<file path="config.mk">
export PLATFORM = sky130hd
export DESIGN_NAME = tga_rle_pixel_decoder_core
export DESIGN_NICKNAME = d
export VERILOG_FILES = /design/src/sv/tgarle_pkg.sv /design/src/sv/tga_rle_pixel_decoder_core.sv /design/src/sv/tgarle_ctrl.sv
export SDC_FILE = /design/constraint.sdc
export NUM_CORES = 1
export LEC_CHECK = 0
export BUFFER_PORTS_ARGS = -buffer_cell sky130_fd_sc_hd__buf_2
export CORE_MARGIN = 3
export CORE_UTILIZATION = 40
export DETAILED_ROUTE_END_ITERATION = 10
export PLACE_DENSITY = 0.57
export SKIP_CTS_REPAIR_TIMING = 1
export SYNTH_ARGS = -nofsm -noshare
export SYNTH_HDL_FRONTEND = slang
export SYNTH_SLANG_ARGS = --single-unit
</file>
<file path="constraint.sdc">
create_clock -name clk -period 8.13 [get_ports clk]
set_input_delay 1.2195 -clock clk [delete_from_list [all_inputs] [get_ports clk]]
set_output_delay 1.2195 -clock clk [all_outputs]
set_load 0.01 [all_outputs]
</file>
<file path="src/sv/tgarle_pkg.sv">
// Shared types and constants for the TGA RLE pixel decoder.
package tgarle_pkg;

	localparam int DIM_BITS_DEF = 16;
	localparam int CFG_IDX_W    = 2;
	localparam int CFG_DATA_W   = 16;
	localparam int BPP_W        = 3;

	localparam logic [CFG_IDX_W-1:0] REG_BPP    = 2'd0;
	localparam logic [CFG_IDX_W-1:0] REG_WIDTH  = 2'd1;
	localparam logic [CFG_IDX_W-1:0] REG_HEIGHT = 2'd2;

	localparam logic [BPP_W-1:0] BPP_RGBA  = 3'd4;
	localparam logic [BPP_W-1:0] BPP_RESET = 3'd3;

	localparam logic [7:0] REPEAT_BIAS = 8'd127;

	typedef enum logic [1:0] {
		ST_OK        = 2'd0,
		ST_OVERFLOW  = 2'd1,
		ST_EARLY_END = 2'd2
	} status_t;

	typedef struct packed {
		logic [7:0] red;
		logic [7:0] green;
		logic [7:0] blue;
		logic [7:0] alpha;
		logic [7:0] run_length;
		logic       last_run;
		status_t    status;
	} run_t;

endpackage

</file>
<file path="src/sv/tga_rle_pixel_decoder_core.sv">
// Top level of the TGA RLE pixel decoder: configuration, decode state, result register.
//
// Channel   Direction  Handshake           Payload
// request   in         in_valid/in_stall   data_byte, end_of_data
// result    out        out_valid/out_stall red, green, blue, alpha, run_length, last_run, status
// config    in         cfg_we              cfg_index, cfg_data
//
// One byte per cycle while in_stall is low; a run token appears in the cycle after the byte that completes it.
// The result register holds one token; a new request is taken when it is empty or draining.
// A write to BPP, WIDTH or HEIGHT reloads the pixel budget (width * height) in the next cycle,
// and requests stall during that cycle.
// Reset selects 3 bytes per pixel and a 1 x 1 image.
module tga_rle_pixel_decoder_core #(
	parameter int DIM_BITS = tgarle_pkg::DIM_BITS_DEF
) (
	input  logic                              clk,
	input  logic                              arst_n,
	input  logic                              in_valid,
	output logic                              in_stall,
	input  logic [7:0]                        data_byte,
	input  logic                              end_of_data,
	output logic                              out_valid,
	input  logic                              out_stall,
	output logic [7:0]                        red,
	output logic [7:0]                        green,
	output logic [7:0]                        blue,
	output logic [7:0]                        alpha,
	output logic [7:0]                        run_length,
	output logic                              last_run,
	output logic [1:0]                        status,
	input  logic                              cfg_we,
	input  logic [tgarle_pkg::CFG_IDX_W-1:0]  cfg_index,
	input  logic [tgarle_pkg::CFG_DATA_W-1:0] cfg_data
);
	import tgarle_pkg::*;

	localparam int PIX_BITS = 2 * DIM_BITS;

	logic [BPP_W-1:0]      bpp_q;
	logic [CFG_DATA_W-1:0] width_q;
	logic [CFG_DATA_W-1:0] height_q;
	logic                  pend_q;
	logic [PIX_BITS-1:0]   reload_pixels;
	logic                  accept;
	logic                  res_valid;
	run_t                  res;
	logic                  out_valid_q;
	run_t                  out_q;

	assign reload_pixels = PIX_BITS'(width_q[DIM_BITS-1:0]) * PIX_BITS'(height_q[DIM_BITS-1:0]);

	assign in_stall = pend_q | (out_valid_q & out_stall);
	assign accept   = in_valid & ~in_stall;

	always_ff @(posedge clk or negedge arst_n) begin
		if (!arst_n) begin
			bpp_q    <= BPP_RESET;
			width_q  <= CFG_DATA_W'(1);
			height_q <= CFG_DATA_W'(1);
			pend_q   <= 1'b0;
		end else begin
			pend_q <= cfg_we & ((cfg_index == REG_BPP) | (cfg_index == REG_WIDTH) |
				(cfg_index == REG_HEIGHT));
			if (cfg_we) begin
				unique case (cfg_index)
					REG_BPP: begin
						bpp_q <= cfg_data[BPP_W-1:0];
					end
					REG_WIDTH: begin
						width_q <= cfg_data;
					end
					REG_HEIGHT: begin
						height_q <= cfg_data;
					end
					default: begin
					end
				endcase
			end
		end
	end

	tgarle_ctrl #(
		.DIM_BITS (DIM_BITS)
	) u_ctrl (
		.clk           (clk),
		.arst_n        (arst_n),
		.accept        (accept),
		.data_byte     (data_byte),
		.end_of_data   (end_of_data),
		.rearm         (pend_q),
		.bpp4          (bpp_q == BPP_RGBA),
		.reload_pixels (reload_pixels),
		.res_valid     (res_valid),
		.res           (res)
	);

	always_ff @(posedge clk or negedge arst_n) begin
		if (!arst_n) begin
			out_valid_q <= 1'b0;
		end else if (accept && res_valid) begin
			out_valid_q <= 1'b1;
		end else if (!out_stall) begin
			out_valid_q <= 1'b0;
		end
	end

	always_ff @(posedge clk) begin
		if (accept && res_valid) begin
			out_q <= res;
		end
	end

	assign out_valid  = out_valid_q;
	assign red        = out_q.red;
	assign green      = out_q.green;
	assign blue       = out_q.blue;
	assign alpha      = out_q.alpha;
	assign run_length = out_q.run_length;
	assign last_run   = out_q.last_run;
	assign status     = out_q.status;

endmodule

</file>
<file path="src/sv/tgarle_ctrl.sv">
// Packet and pixel decode state with the per-byte run token logic.
module tgarle_ctrl #(
	parameter int DIM_BITS = tgarle_pkg::DIM_BITS_DEF
) (
	input  logic                  clk,
	input  logic                  arst_n,
	input  logic                  accept,
	input  logic [7:0]            data_byte,
	input  logic                  end_of_data,
	input  logic                  rearm,
	input  logic                  bpp4,
	input  logic [2*DIM_BITS-1:0] reload_pixels,
	output logic                  res_valid,
	output tgarle_pkg::run_t      res
);
	import tgarle_pkg::*;

	localparam int PIX_BITS = 2 * DIM_BITS;

	typedef enum logic [1:0] {
		PH_HEADER,
		PH_PIXEL,
		PH_DONE
	} phase_t;

	phase_t               phase_q, n_phase;
	logic [7:0]           ppl_q, n_ppl;
	logic                 repeat_q, n_repeat;
	logic [1:0]           idx_q, n_idx;
	logic [23:0]          asm_q, n_asm;
	logic [PIX_BITS-1:0]  left_q, n_left;

	logic [2:0]           bpp;
	logic [7:0]           need;
	logic [7:0]           run_raw;
	logic [7:0]           run;
	logic [PIX_BITS-1:0]  left_after;

	always_comb begin
		n_phase    = phase_q;
		n_ppl      = ppl_q;
		n_repeat   = repeat_q;
		n_idx      = idx_q;
		n_asm      = asm_q;
		n_left     = left_q;
		res        = '0;
		res_valid  = 1'b0;
		bpp        = bpp4 ? 3'd4 : 3'd3;
		need       = ppl_q;
		run_raw    = repeat_q ? ppl_q : 8'd1;
		if ({{(PIX_BITS-8){1'b0}}, run_raw} > left_q) begin
			run = left_q[7:0];
		end else begin
			run = run_raw;
		end
		left_after = left_q - {{(PIX_BITS-8){1'b0}}, run};

		unique case (phase_q)
			PH_HEADER: begin
				if (left_q == '0) begin
					res.last_run = 1'b1;
					res.status   = ST_OVERFLOW;
					res_valid    = 1'b1;
					n_phase      = PH_DONE;
				end else begin
					n_repeat = data_byte[7];
					n_ppl    = data_byte[7] ? (data_byte - REPEAT_BIAS) : (data_byte + 8'd1);
					n_idx    = 2'd0;
					n_asm    = '0;
					n_phase  = PH_PIXEL;
				end
			end
			PH_PIXEL: begin
				if (({1'b0, idx_q} + 3'd1) < bpp) begin
					unique case (idx_q)
						2'd0:    n_asm = asm_q | {16'd0, data_byte};
						2'd1:    n_asm = asm_q | {8'd0, data_byte, 8'd0};
						default: n_asm = asm_q | {data_byte, 16'd0};
					endcase
					n_idx = idx_q + 2'd1;
				end else begin
					res.red        = bpp4 ? asm_q[23:16] : data_byte;
					res.green      = asm_q[15:8];
					res.blue       = asm_q[7:0];
					res.alpha      = bpp4 ? data_byte : 8'd0;
					res.run_length = run;
					res_valid      = 1'b1;
					n_left         = left_after;
					n_idx          = 2'd0;
					n_asm          = '0;
					n_ppl          = repeat_q ? 8'd0 : ((need != 8'd0) ? need - 8'd1 : 8'd0);
					if (left_after == '0) begin
						res.last_run = 1'b1;
						res.status   = (need > run) ? ST_OVERFLOW : ST_OK;
						n_phase      = PH_DONE;
					end else begin
						n_phase = (n_ppl == 8'd0) ? PH_HEADER : PH_PIXEL;
					end
				end
			end
			default: begin
			end
		endcase

		if (end_of_data) begin
			if (res_valid) begin
				if (!res.last_run) begin
					res.last_run = 1'b1;
					res.status   = ST_EARLY_END;
				end
			end else if (n_phase != PH_DONE) begin
				res_valid    = 1'b1;
				res.last_run = 1'b1;
				res.status   = ST_EARLY_END;
			end
			n_phase  = PH_HEADER;
			n_ppl    = 8'd0;
			n_repeat = 1'b0;
			n_idx    = 2'd0;
			n_asm    = '0;
			n_left   = reload_pixels;
		end
	end

	always_ff @(posedge clk or negedge arst_n) begin
		if (!arst_n) begin
			phase_q  <= PH_HEADER;
			ppl_q    <= 8'd0;
			repeat_q <= 1'b0;
			idx_q    <= 2'd0;
			asm_q    <= '0;
			left_q   <= PIX_BITS'(1);
		end else if (rearm) begin
			phase_q  <= PH_HEADER;
			ppl_q    <= 8'd0;
			repeat_q <= 1'b0;
			idx_q    <= 2'd0;
			asm_q    <= '0;
			left_q   <= reload_pixels;
		end else if (accept) begin
			phase_q  <= n_phase;
			ppl_q    <= n_ppl;
			repeat_q <= n_repeat;
			idx_q    <= n_idx;
			asm_q    <= n_asm;
			left_q   <= n_left;
		end
	end

endmodule

</file>
# == Yosys cells after proc, flatten, opt, wreduce, memory -nomap -nowiden ==
# Index checks and enable logic that the tools add are counted.
# totals
reg_bits,149
in_bits,32
output_inout_bits,45
elab_cells,133
# op_classes
addsub,6
multipliers,1
magnitude_cmp,3
eq_ne,11
muxes,61
bitwise_logic,12
reduce_logical,21
# ops
operator,n
32-bit 2-to-1 mux,5
24-bit 2-to-1 mux,5
24-bit case mux with 2 select lines,2
8-bit 2-to-1 mux,11
32-bit logical NOT,2
8-bit by 32-bit greater-than comparator with 1-bit output,1
16-bit by 16-bit multiplier with 32-bit output,1
32-bit by 8-bit subtractor with 32-bit output,1
2-bit 2-to-1 mux,12
24-bit by 16-bit bitwise OR with 24-bit output,1
24-bit bitwise OR,1
24-bit by 8-bit bitwise OR with 24-bit output,1
3-bit 2-to-1 mux,7
8-bit case mux with 2 select lines,1
1-bit 2-to-1 mux,14
3-bit AND reduction,3
8-bit by 1-bit adder with 8-bit output (second input constant),1
8-bit greater-than comparator,1
8-bit logical NOT,1
4-bit inequality test (second input constant),2
2-bit case mux with 2 select lines,2
8-bit nonzero test,1
8-bit by 1-bit subtractor with 8-bit output (second input constant),1
8-bit by 7-bit subtractor with 8-bit output (second input constant),1
other kinds (23),37

# == Longest topological paths before layout ==
# Gate-level depths: netlist of run 1.
# depth
depth_word,14
mapped_depth,27
ltp_nobuf,25

# == Hierarchy ==
# From an unflattened synthesis of run 1, not the netlist that was laid out.
# hier_totals
hier_cells,1950
area_unflattened_um2,17256.6
# modules_own_cells
module,n_inst,cells_each,area_per_inst_um2,seq_area_each_um2
tga_rle_pixel_decoder_core,1,1132,11334.6,2222.1
tgarle_ctrl,1,818,5921.9,1727.9

# == Worst setup path after synthesis of run 1 ==
# Ideal clock, no wire load.
# synth_timing
path_type,register to register
from,register u_ctrl.repeat_q
to,"register out_q, in the netlist status[1] (data pin)"
setup_time_ns,0.260
t_arrival_ns,5.988
t_required_ns,7.870
slack_ns,1.882
path_stages_with_launch,26
path_buffers,7
period_less_slack_ns,6.248
cell_sequence,dfrtp_1 -> clkbuf_1 -> clkbuf_1 -> buf_1 -> nor2b_1 -> ha_1 -> maj3_1 -> or3_1 -> clkbuf_1 -> a211o_4 -> clkbuf_1 -> clkbuf_1 -> a21oi_1 -> ha_1 -> inv_1 -> ha_1 -> clkbuf_1 -> o41ai_1 -> o41ai_1 -> a21oi_1 -> nand3_1 -> a21boi_1 -> xor2_1 -> or4_1 -> or4_4 -> nor2b_1
# synth_between
elab_chain_cells,12
word_cells_on_any_way,19
classes_between,add/sub (1); order compare (1); eq/ne (1); mux (14); reduce/logical (2)
# synth_lines
element,line_no,rtl
start: declaration,tgarle_ctrl.sv:28,"logic repeat_q, n_repeat;"
start signal: assignment,tgarle_ctrl.sv:143,repeat_q <= n_repeat;
8-bit 2-to-1 mux (*),tgarle_ctrl.sv:50,run_raw = repeat_q ? ppl_q : 8'd1;
8-bit by 32-bit greater-than comparator with 1-bit output,tgarle_ctrl.sv:51,"if ({{(PIX_BITS-8){1'b0}}, run_raw} > left_q) begin"
8-bit 2-to-1 mux (*),tgarle_ctrl.sv:51,
net u_ctrl.run[0],tgarle_ctrl.sv:36,logic [7:0] run;
32-bit by 8-bit subtractor with 32-bit output (*),tgarle_ctrl.sv:56,"left_after = left_q - {{(PIX_BITS-8){1'b0}}, run};"
32-bit logical NOT (*),tgarle_ctrl.sv:92,if (left_after == '0) begin
2-bit 2-to-1 mux,tgarle_ctrl.sv:92,
2-bit 2-to-1 mux,tgarle_ctrl.sv:74,"if (({1'b0, idx_q} + 3'd1) < bpp) begin"
2-bit case mux with 2 select lines,tgarle_ctrl.sv:58,unique case (phase_q)
2-bit inequality test,tgarle_ctrl.sv:111,end else if (n_phase != PH_DONE) begin
3-bit 2-to-1 mux,tgarle_ctrl.sv:111,
3-bit 2-to-1 mux (*),tgarle_ctrl.sv:106,if (res_valid) begin
3-bit 2-to-1 mux (*),tgarle_ctrl.sv:105,if (end_of_data) begin
end signal: assignment,tga_rle_pixel_decoder_core.sv:109,out_q <= res;
end: declaration,tga_rle_pixel_decoder_core.sv:48,run_t out_q;
# The timed path passes the listed nets; every way through them passes the cells marked *.
# A chain may end at the register's enable or synchronous reset.

# == Final worst setup path of run 1 ==
# layout_timing
from,register u_ctrl.repeat_q
to,register u_ctrl.phase_q[0]
# layout_between
elab_chain_cells,11
word_cells_on_any_way,14
classes_between,add/sub (1); order compare (1); mux (10); reduce/logical (2)
# layout_lines
element,line_no,rtl
8-bit 2-to-1 mux (*),tgarle_ctrl.sv:50,
8-bit by 32-bit greater-than comparator with 1-bit output,tgarle_ctrl.sv:51,
8-bit 2-to-1 mux (*),tgarle_ctrl.sv:51,
net u_ctrl.run[0],tgarle_ctrl.sv:36,
32-bit by 8-bit subtractor with 32-bit output (*),tgarle_ctrl.sv:56,
32-bit logical NOT (*),tgarle_ctrl.sv:92,
2-bit 2-to-1 mux (*),tgarle_ctrl.sv:92,
2-bit 2-to-1 mux (*),tgarle_ctrl.sv:74,
2-bit case mux with 2 select lines (*),tgarle_ctrl.sv:58,
2-bit 2-to-1 mux (*),tgarle_ctrl.sv:105,
2-bit 2-to-1 mux (*),tgarle_ctrl.sv:140,end else if (accept) begin
2-bit 2-to-1 mux (*),tgarle_ctrl.sv:133,end else if (rearm) begin
end signal: assignment,tgarle_ctrl.sv:141,phase_q <= n_phase;
end: declaration,tgarle_ctrl.sv:26,"phase_t phase_q, n_phase;"
# The timed path passes the listed nets; every way through them passes the cells marked *. The select of a mux whose other input is x is not followed.

==> results of run 1 <==
-- routing by layer --
layer,global-route usage (%),vias to the layer above
met5,0,-
met1,27.8,6741
met2,34.9,361
met4,5.45,0
met3,2.45,60
li1,-,6277
-- metrics by stage --
stage / instances / cell area [um2] / hold slack, ps / utilization, % / worst slack (ps)
floorplan: 1910 / 17000 / 454 / - / 1880
global placement: 2417 / 17700 / 469 / 42.7 / 1230
detailed placement: 2417 / 17700 / 476 / 42.7 / 1220
CTS: 2449 / 18300 / 491 / 44.2 / 1230
global route: 2449 / 18300 / 507 / 44.2 / 638
finish: 2449 / 18300 / 491 / 44.2 / 1100
-- path summary, 6_finish.rpt --
kind / start / cells past startpoint / slack [ps] / endpoint
hold reg to reg: u_ctrl.asm_q[12] / 2 / 490 / u_ctrl.asm_q[12]
setup / recovery: u_ctrl.repeat_q / 21 / 1100 / u_ctrl.phase_q[0]
max in group asynchronous: arst_n / 2 / 6010 / width_q[9]
min in group asynchronous: arst_n / 1 / 760 / u_ctrl.left_q[4]
hold / removal: u_ctrl.asm_q[12] / 2 / 490 / u_ctrl.asm_q[12]
setup reg to reg: u_ctrl.repeat_q / 21 / 1100 / u_ctrl.phase_q[0]
-- Yosys cell counts (all sizes together) (12+ instances only) --
cell	number	area [um2]
nand2	275	1030
clkbuf	100	375
edfxtp	43	1290
dfrtp	101	2530
o21ai	72	360
a21o	19	143
o22ai	12	75.1
nor4	14	87.6
ha	121	1510
nor3	36	185
nor2b	15	93.8
mux2	35	394
xor2	27	236
a211oi	12	108
nand3	21	105
fa	194	3880
inv	251	942
nand2b	19	119
and2	100	628
a21oi	101	505
nor2	105	394
xnor2	28	245
and3	30	188
-- cell type report --
cell class                      count  area (um2)
Fill cell                        4056       23100
Multi-Input combinational cell   1401       11700
Sequential cell                   149        3950
Inverter                          251         942
Tap cell                          532         666
Timing Repair Buffer               84         443
Clock buffer                       17         425
Clock inverter                     15         211
-- critical path, cell delays in order (launching register included) --
cell and delay, ps:
dfrtp_1 740, nand2_1 210, inv_1 220, ha_1 290
and4b_1 190, o21a_1 180, nor3_2 490, a211o_4 400
nor2_1 70, a21oi_1 290, ha_1 320, inv_1 90
ha_1 310, o41ai_1 390, o41ai_1 180, a21oi_1 310
a21oi_1 110, o22ai_1 560, mux2i_1 190, or3_1 380
o41ai_1 760, o31ai_1 160
-- cell usage in the layout (no fill, tap or decap), types with 43 or more instances in the layout --
cell type / n
inv_1: 251
fa_1: 194
nor2_1: 103
edfxtp_1: 43
a21oi_1: 101
dfrtp_1: 101
ha_1: 121
and2_1: 99
nand2_1: 275
buf_2: 75
o21ai_0: 72
-- state kept, by name, summed over array words and instances (netlist names) --
signal / flops
out_valid: 1
u_ctrl.need: 8
alpha: 8
green: 8
run_length: 8
pend_q: 1
u_ctrl.asm_q: 24
u_ctrl.phase_q: 2
status: 2
height_q: 16
u_ctrl.left_q: 32
red: 8
u_ctrl.idx_q: 2
last_run: 1
u_ctrl.repeat_q: 1
blue: 8
bpp_q: 3
width_q: 16
-- cell families (layout without fill, tap and decap cells) --
| kind of cell | after synthesis | after routing | synth area share [%] |
|---|---|---|---|
| simple gates | 674 | 674 | 19.4 |
| xor+xnor | 55 | 55 | 2.84 |
| flops | 149 | 149 | 23.3 |
| mux | 38 | 38 | 2.50 |
| compound gates | 318 | 318 | 12.0 |
| fa+ha+maj | 316 | 316 | 31.8 |
| buf+inv | 360 | 367 | 8.08 |
==> results.json, run 1 <==
{
  "outcome": "complete, no violations",
  "synth_edf_count": 43,
  "cts-htree-levels": 4,
  "wirelength_met1_mm": 19.8,
  "cts_sinks": 149,
  "wl_per_cell_um": 18.3,
  "track_usage_pct": 20.5,
  "grt_setup_unrepaired": "false",
  "setup_tns_ps": 0,
  "num_rows": 74,
  "drc": 0,
  "cts_max_path_buffers": 2,
  "clkLatencyLatePin_ps": 450,
  "finalMaxSlewViolations": 0,
  "maxCapViolCount": 0,
  "grt_pass1_vias": 13641,
  "syn_avg_cell_area_um2": 8.89,
  "ant_nets": 0,
  "viasPerCell": 5.49,
  "crit_type": "reg -> reg",
  "grt_antenna_before_repair": 0,
  "async_flop_share_pct": 71.1,
  "worst_pin_slew_ps": 987,
  "crit_arrival_ps": 7310,
  "wl_met2_mm": 22.2,
  "drive_above_1_share_pct": 9.65,
  "core_area_mm2": 0.0414,
  "grt_max_degree": 69,
  "drt_pass1_iterations": 5,
  "fp.dieW_um": 212,
  "fmax_mhz": 142,
  "die-area_mm2": 0.0450,
  "yosysWarnings": 0,
  "place_hpwl_mm": 34.5,
  "finClkSkew_ps": 10.2,
  "relSlewSlack_pct": 34.0,
  "drtIter0Drc": 908,
  "syn_nets": 2257,
  "io_buffers": 76,
  "postSynthCellCount": 1910,
  "synth.distinct_cells": 87,
  "cp-start-kind": "register",
  "antenna_cells": 0,
  "required_ps": 8410,
  "netlist_area_mm2": 0.0170,
  "min_period_over_period_pct": 86.5,
  "gr-total-overflow": 0,
  "cts_buffers": 17,
  "path_max_fanout": 24,
  "end_kind": "register",
  "cts-root-buf": "clkbuf_16",
  "grt_pass1_wl_mm": 73.1,
  "yosysSeqAreaShare_pct": 23.3,
  "cts_tree": "built",
  "layout.nets": 2251,
  "period_needed_ps": 7030,
  "finalHoldViolCount": 0,
  "wl_mm": 44.9,
  "initial_core_util_pct": 41.0,
  "synth-main-ff-cell": "dfrtp_1",
  "area.growth.synth_to_final_pct": 7.78,
  "die_h_um": 212,
  "top_layer": "met4",
  "place.gp.congestion": 0.860,
  "vias": 13439,
  "clk_pin_slew_ps": 70,
  "synth-seq-cells": 149,
  "met3RoutedLength_mm": 1.93,
  "ioPinCount": 77,
  "min_path_type": "reg -> reg",
  "setup_viol": 0
}
Power of run 1 is left out: the tool's default activity adds up to more than one toggle a clock period on the data nets, which glitch-free logic cannot reach.
==> inputs of run 2 (changes only) <==
- clock period: 8.13 -> 6.7 ns (I/O delays scaled with it)
==> results.json, run 2 (synthesized netlist as in run 1, its figures left out) <==
{
  "outcome": "complete, no violations",
  "wl_mm": 45.3,
  "cp-start-kind": "register",
  "layout.nets": 2308,
  "path_max_fanout": 15,
  "die_h_um": 212,
  "cts-htree-levels": 4,
  "crit_cells": 21,
  "final_common_cell": "nand2_1",
  "initial_core_util_pct": 41.0,
  "fp.dieW_um": 212,
  "io_buffers": 76,
  "relSlewSlack_pct": 29.1,
  "cp_slowest_cell": "or4_4",
  "drt_pass1_iterations": 5,
  "die-area_mm2": 0.0450,
  "grt_setup_unrepaired": "false",
  "cts-root-buf": "clkbuf_16",
  "gr-total-overflow": 0,
  "finalMaxSlewViolations": 0,
  "worst_pin_slew_ps": 1060,
  "vias": 13621,
  "crit_arrival_ps": 6570,
  "wl_per_cell_um": 18.1,
  "drtIter0Drc": 926,
  "place_hpwl_mm": 36.1,
  "worstHoldPathCells": 2,
  "grt_pass1_vias": 13690,
  "max_stage_delay_ps": 620,
  "setup_tns_ps": 0,
  "cp_common_cell": "ha_1",
  "cts_sinks": 149,
  "grt_max_degree": 64,
  "drc": 0,
  "place.gp.congestion": 0.913,
  "clkLatencyLatePin_ps": 450,
  "cts_tree": "built",
  "required_ps": 6890,
  "area.growth.synth_to_final_pct": 10.0,
  "core_area_mm2": 0.0414,
  "fmax_mhz": 157,
  "min_period_over_period_pct": 95.2,
  "grt_antenna_before_repair": 0,
  "setup_viol": 0,
  "ioPinCount": 77,
  "reg2reg_depth": 21,
  "path_cells": "buf_4 > nand2_1 > inv_1 > ha_1 > and4_1 > nand2_1 > or3_1 > a211o_4 > a21oi_1 > ha_1 > inv_1 > ha_1 > o41ai_1 > o41ai_1 > a21oi_1 > nand3_1 > a21boi_2 > xor2_1 > or4_1 > or4_4 > nor2b_1",
  "track_usage_pct": 20.6,
  "clk_pin_slew_ps": 70,
  "maxCapViolCount": 0,
  "finalHoldViolCount": 0,
  "viasPerCell": 5.44,
  "cpLargestDelayFamily": "simple AND/OR/NAND/NOR gates",
  "largest_reg_flops": 32,
  "drive_above_1_share_pct": 12.7,
  "finClkSkew_ps": 22.4,
  "reg_top3": "u_ctrl.left_q: 32 flops, u_ctrl.asm_q: 24 flops",
  "end_kind": "register",
  "ant_nets": 0,
  "antenna_cells": 0,
  "period_needed_ps": 6380,
  "top_register": "u_ctrl.left_q",
  "cts_max_path_buffers": 2,
  "crit_type": "reg -> reg",
  "path_buf_inv": 3,
  "min_path_type": "reg -> reg",
  "layout_common_cells": "nand2_1, inv_1, fa_1, ha_1, nor2_1",
  "num_rows": 74,
  "fillers": 4075,
  "seq_area_mm2": 0.00396,
  "multi_input_area_mm2": 0.0117,
  "grt_pass1_wl_mm": 73.4,
  "cts_buffers": 17
}
[run 2: changes by cell type in the layout (fill, tap and decap cells not counted), moves of 2 or more]
cell,delta
bufinv_16,-3
buf_4,+57
dfrtp_2,+7
inv_8,+2
clkinv_4,+2
dfrtp_1,-7
[run 2: final timing paths]
path,from,to,slack [ps]
min in group asynchronous,arst_n,out_valid,570
max in group asynchronous,arst_n,width_q[10],4740
hold reg to reg,u_ctrl.asm_q[7],u_ctrl.asm_q[7],490
hold / removal,u_ctrl.asm_q[7],u_ctrl.asm_q[7],490
setup reg to reg,u_ctrl.repeat_q,status[1],320
setup / recovery,u_ctrl.repeat_q,status[1],320
[run 2: cell type report]
class | count | area share (%)
Clock buffer | 18 | 2.35
Sequential cell | 149 | 21.2
Timing Repair Buffer | 141 | 4.66
Multi-Input combinational cell | 1401 | 62.5
Inverter | 251 | 5.04
Clock inverter | 14 | 0.730
Tap cell | 532 | 3.56
[run 2: worst register-to-register path, stage by stage, from the launching register on]
cell and delay [ps]:
dfrtp_1 560, buf_4 260, nand2_1 90, inv_1 70, ha_1 260, and4_1 230
nand2_1 80, or3_1 480, a211o_4 400, a21oi_1 310, ha_1 300, inv_1 100
ha_1 250, o41ai_1 380, o41ai_1 170, a21oi_1 270, nand3_1 180, a21boi_2 280
xor2_1 120, or4_1 560, or4_4 620, nor2b_1 160
[run 2: layer usage]
layer  share of wire (%)  vias to the layer above  GRT usage (%)
met5                   0                        -              0
met2                  49                      332           35.5
li1                    -                     6406              -
met1                  45                     6830           27.9
met3                 3.9                       53           2.46
met4                 1.9                        0           5.06
[run 2: per-stage QoR]
stage / area (um2) / hold WS, ps / std cells / worst slack (ps) / util, %
after global routing: 18700 / 509 / 2506 / 0.683 / 45.1
after CTS: 18700 / 492 / 2506 / 227 / 45.1
final: 18700 / 487 / 2506 / 318 / 45.1
after floorplan: 17000 / 454 / 1910 / 452 / -
after detailed placement: 18100 / 475 / 2474 / 241 / 43.7
after global placement: 18100 / 468 / 2474 / 331 / 43.7
Power of run 2 is left out for the same reason.
==> inputs of run 3 (changes only) <==
- CELL_PAD_IN_SITES_DETAIL_PLACEMENT: default -> 1
- CELL_PAD_IN_SITES_GLOBAL_PLACEMENT: default -> 2
- CTS_CLUSTER_DIAMETER: default -> 60
- PLACE_DENSITY: 0.57 -> 0.83
- SYNTH_HIERARCHICAL: default -> 1
==> results.json, run 3 <==
{
  "outcome": "complete, no violations",
  "required_ps": 7020,
  "cts_max_path_buffers": 2,
  "drt_pass1_iterations": 4,
  "layout_common_cells": "inv_1, nand2_1, fa_1, and2_1, nor2_1",
  "yosysSeqAreaShare_pct": 22.9,
  "yosysTopAreaCellShare_pct": 22.5,
  "die-area_mm2": 0.0457,
  "finalHoldViolCount": 0,
  "drc": 0,
  "finClkSkew_ps": 11.5,
  "synth-main-ff-cell": "dfrtp_1",
  "synth_edf_count": 43,
  "cp_slowest_cell": "dfrtp_1",
  "clk_pin_slew_ps": 70,
  "wl_per_cell_um": 20.2,
  "finalMaxSlewViolations": 0,
  "setup_viol": 0,
  "synth-seq-cells": 149,
  "cp_common_cell": "fa_1",
  "crit_arrival_ps": 6600,
  "cts_buffers": 17,
  "area.growth.synth_to_final_pct": 9.35,
  "antenna_cells": 0,
  "wl_mm": 52.0,
  "syn_nets": 2297,
  "synth.distinct_cells": 90,
  "cts-htree-levels": 4,
  "async_flop_share_pct": 71.1,
  "crit_type": "reg -> reg",
  "place.gp.congestion": 0.870,
  "netlist_top_cells_count": "inv_1, nand2_1, fa_1, and2_1, nor2_1",
  "min_period_over_period_pct": 93.7,
  "vias": 14056,
  "num_rows": 75,
  "core_area_mm2": 0.0423,
  "syn_avg_cell_area_um2": 8.85,
  "setup_tns_ps": 0,
  "track_usage_pct": 23.9,
  "worst_pin_slew_ps": 1290,
  "cts-root-buf": "clkbuf_16",
  "drtIter0Drc": 775,
  "period_needed_ps": 6280,
  "largest_reg_flops": 32,
  "fp.dieW_um": 214,
  "reg_top3": "u_ctrl/left_q: 32 flops, u_ctrl/asm_q: 24 flops",
  "path_max_fanout": 17,
  "top_register": "u_ctrl/left_q",
  "fillers": 4972,
  "synth_area_leaders": "fa_1, dfrtp_1, ha_1, edfxtp_1, inv_1",
  "fmax_mhz": 159,
  "grt_pass1_wl_mm": 84.5,
  "max_stage_delay_ps": 640,
  "ioPinCount": 77,
  "cp-start-kind": "register",
  "grt_max_degree": 57,
  "drive_above_1_share_pct": 12.2,
  "place_hpwl_mm": 40.6,
  "yosysMostFrequentCell": "inv_1",
  "grt_antenna_before_repair": 0,
  "gr-total-overflow": 0,
  "clkLatencyLatePin_ps": 490,
  "grt_setup_unrepaired": "false",
  "end_kind": "register",
  "grt_pass1_vias": 15463,
  "final_common_cell": "inv_1",
  "cts_sinks": 149,
  "netlist_area_mm2": 0.0173,
  "viasPerCell": 5.45,
  "initial_core_util_pct": 40.8,
  "layout.nets": 2335,
  "path_cells": "and2_1 > fa_1 > inv_1 > fa_1 > fa_1 > inv_1 > ha_1 > fa_1 > inv_1 > fa_1 > inv_1 > ha_1 > a21oi_2 > nand2_1 > a21oi_2 > o211ai_2 > a31o_1 > a31oi_1 > xnor2_1 > a22oi_1 > o21ai_0",
  "yosysWarnings": 6,
  "ant_nets": 0,
  "cts_tree": "built",
  "maxCapViolCount": 0,
  "die_h_um": 214,
  "io_buffers": 76,
  "post-synth-top-area-cell": "fa_1",
  "postSynthCellCount": 1950,
  "relSlewSlack_pct": 14.0,
  "min_path_type": "reg -> reg"
}
run 3: changes by cell type after synthesis, sizes merged, moves of 16 or more:
cell    before  now
a21oi      101  123
and2       100  148
nand2      275  237
nand3       21   40
clkbuf     100   84
nor2       105  137
run 3: logic make-up (layout without fill, tap and decap cells):
logic type | Yosys count | after routing | synth area share, %
mux | 47 | 47 | 2.98
buf+inv | 361 | 412 | 8.07
compound gates | 330 | 330 | 12.1
simple gates | 700 | 700 | 20.2
flops | 149 | 149 | 22.9
fa+ha+maj | 317 | 317 | 31.4
xor+xnor | 46 | 46 | 2.33
run 3: layer usage:
layer,share of wire [%],global-route usage (%),up-vias,wire (um)
met5,0,0,-,0
li1,-,-,6477,-
met4,2.5,7.63,0,1300
met1,45,32.3,7265,23600
met3,3.5,3.41,75,1830
met2,49,39.9,239,25200
run 3: path summary, 6_finish.rpt:
path / cells after the start / startpoint / slack [ps] / to
hold reg to reg: 2 / u_ctrl/asm_q[6] / 490 / u_ctrl/asm_q[6]
hold / removal: 2 / u_ctrl/asm_q[6] / 490 / u_ctrl/asm_q[6]
setup reg to reg: 21 / height_q[5] / 420 / u_ctrl/left_q[26]
min in group asynchronous: 1 / arst_n / 600 / u_ctrl/left_q[8]
setup / recovery: 21 / height_q[5] / 420 / u_ctrl/left_q[26]
max in group asynchronous: 2 / arst_n / 4820 / width_q[13]
run 3: worst max-delay path: cells and delay by family (launching register included):
kind	cells	cell delay [ps]
AO/OA/AOI/OAI	7	1470
buffers and inverters	4	200
XOR/XNOR	1	90
AND/OR/NAND/NOR	2	380
flip-flops	1	640
adder cells (fa/ha/maj)	7	3350
run 3: final cells by class:
type | instances | area (um2) | area share (%)
repair buffers | 117 | 703 | 3.73
clock inverters | 14 | 135 | 0.716
flip-flops and latches | 149 | 3960 | 21.0
clock buffers | 18 | 429 | 2.27
inverters | 263 | 990 | 5.24
multi-input cells | 1440 | 11900 | 63.2
well taps | 577 | 722 | 3.83
run 3: per-stage QoR:
step	hold WS (ps)	utilization [%]	std cells	instance area, um2	setup slack, ps
after floorplan	454	-	1950	17300	282
after global placement	467	43.2	2546	18300	436
after detailed placement	482	43.2	2546	18300	350
after CTS	500	44.6	2578	18900	343
after global routing	528	44.6	2578	18900	1.55
final	495	44.6	2578	18900	420
Power of run 3 is left out for the same reason.
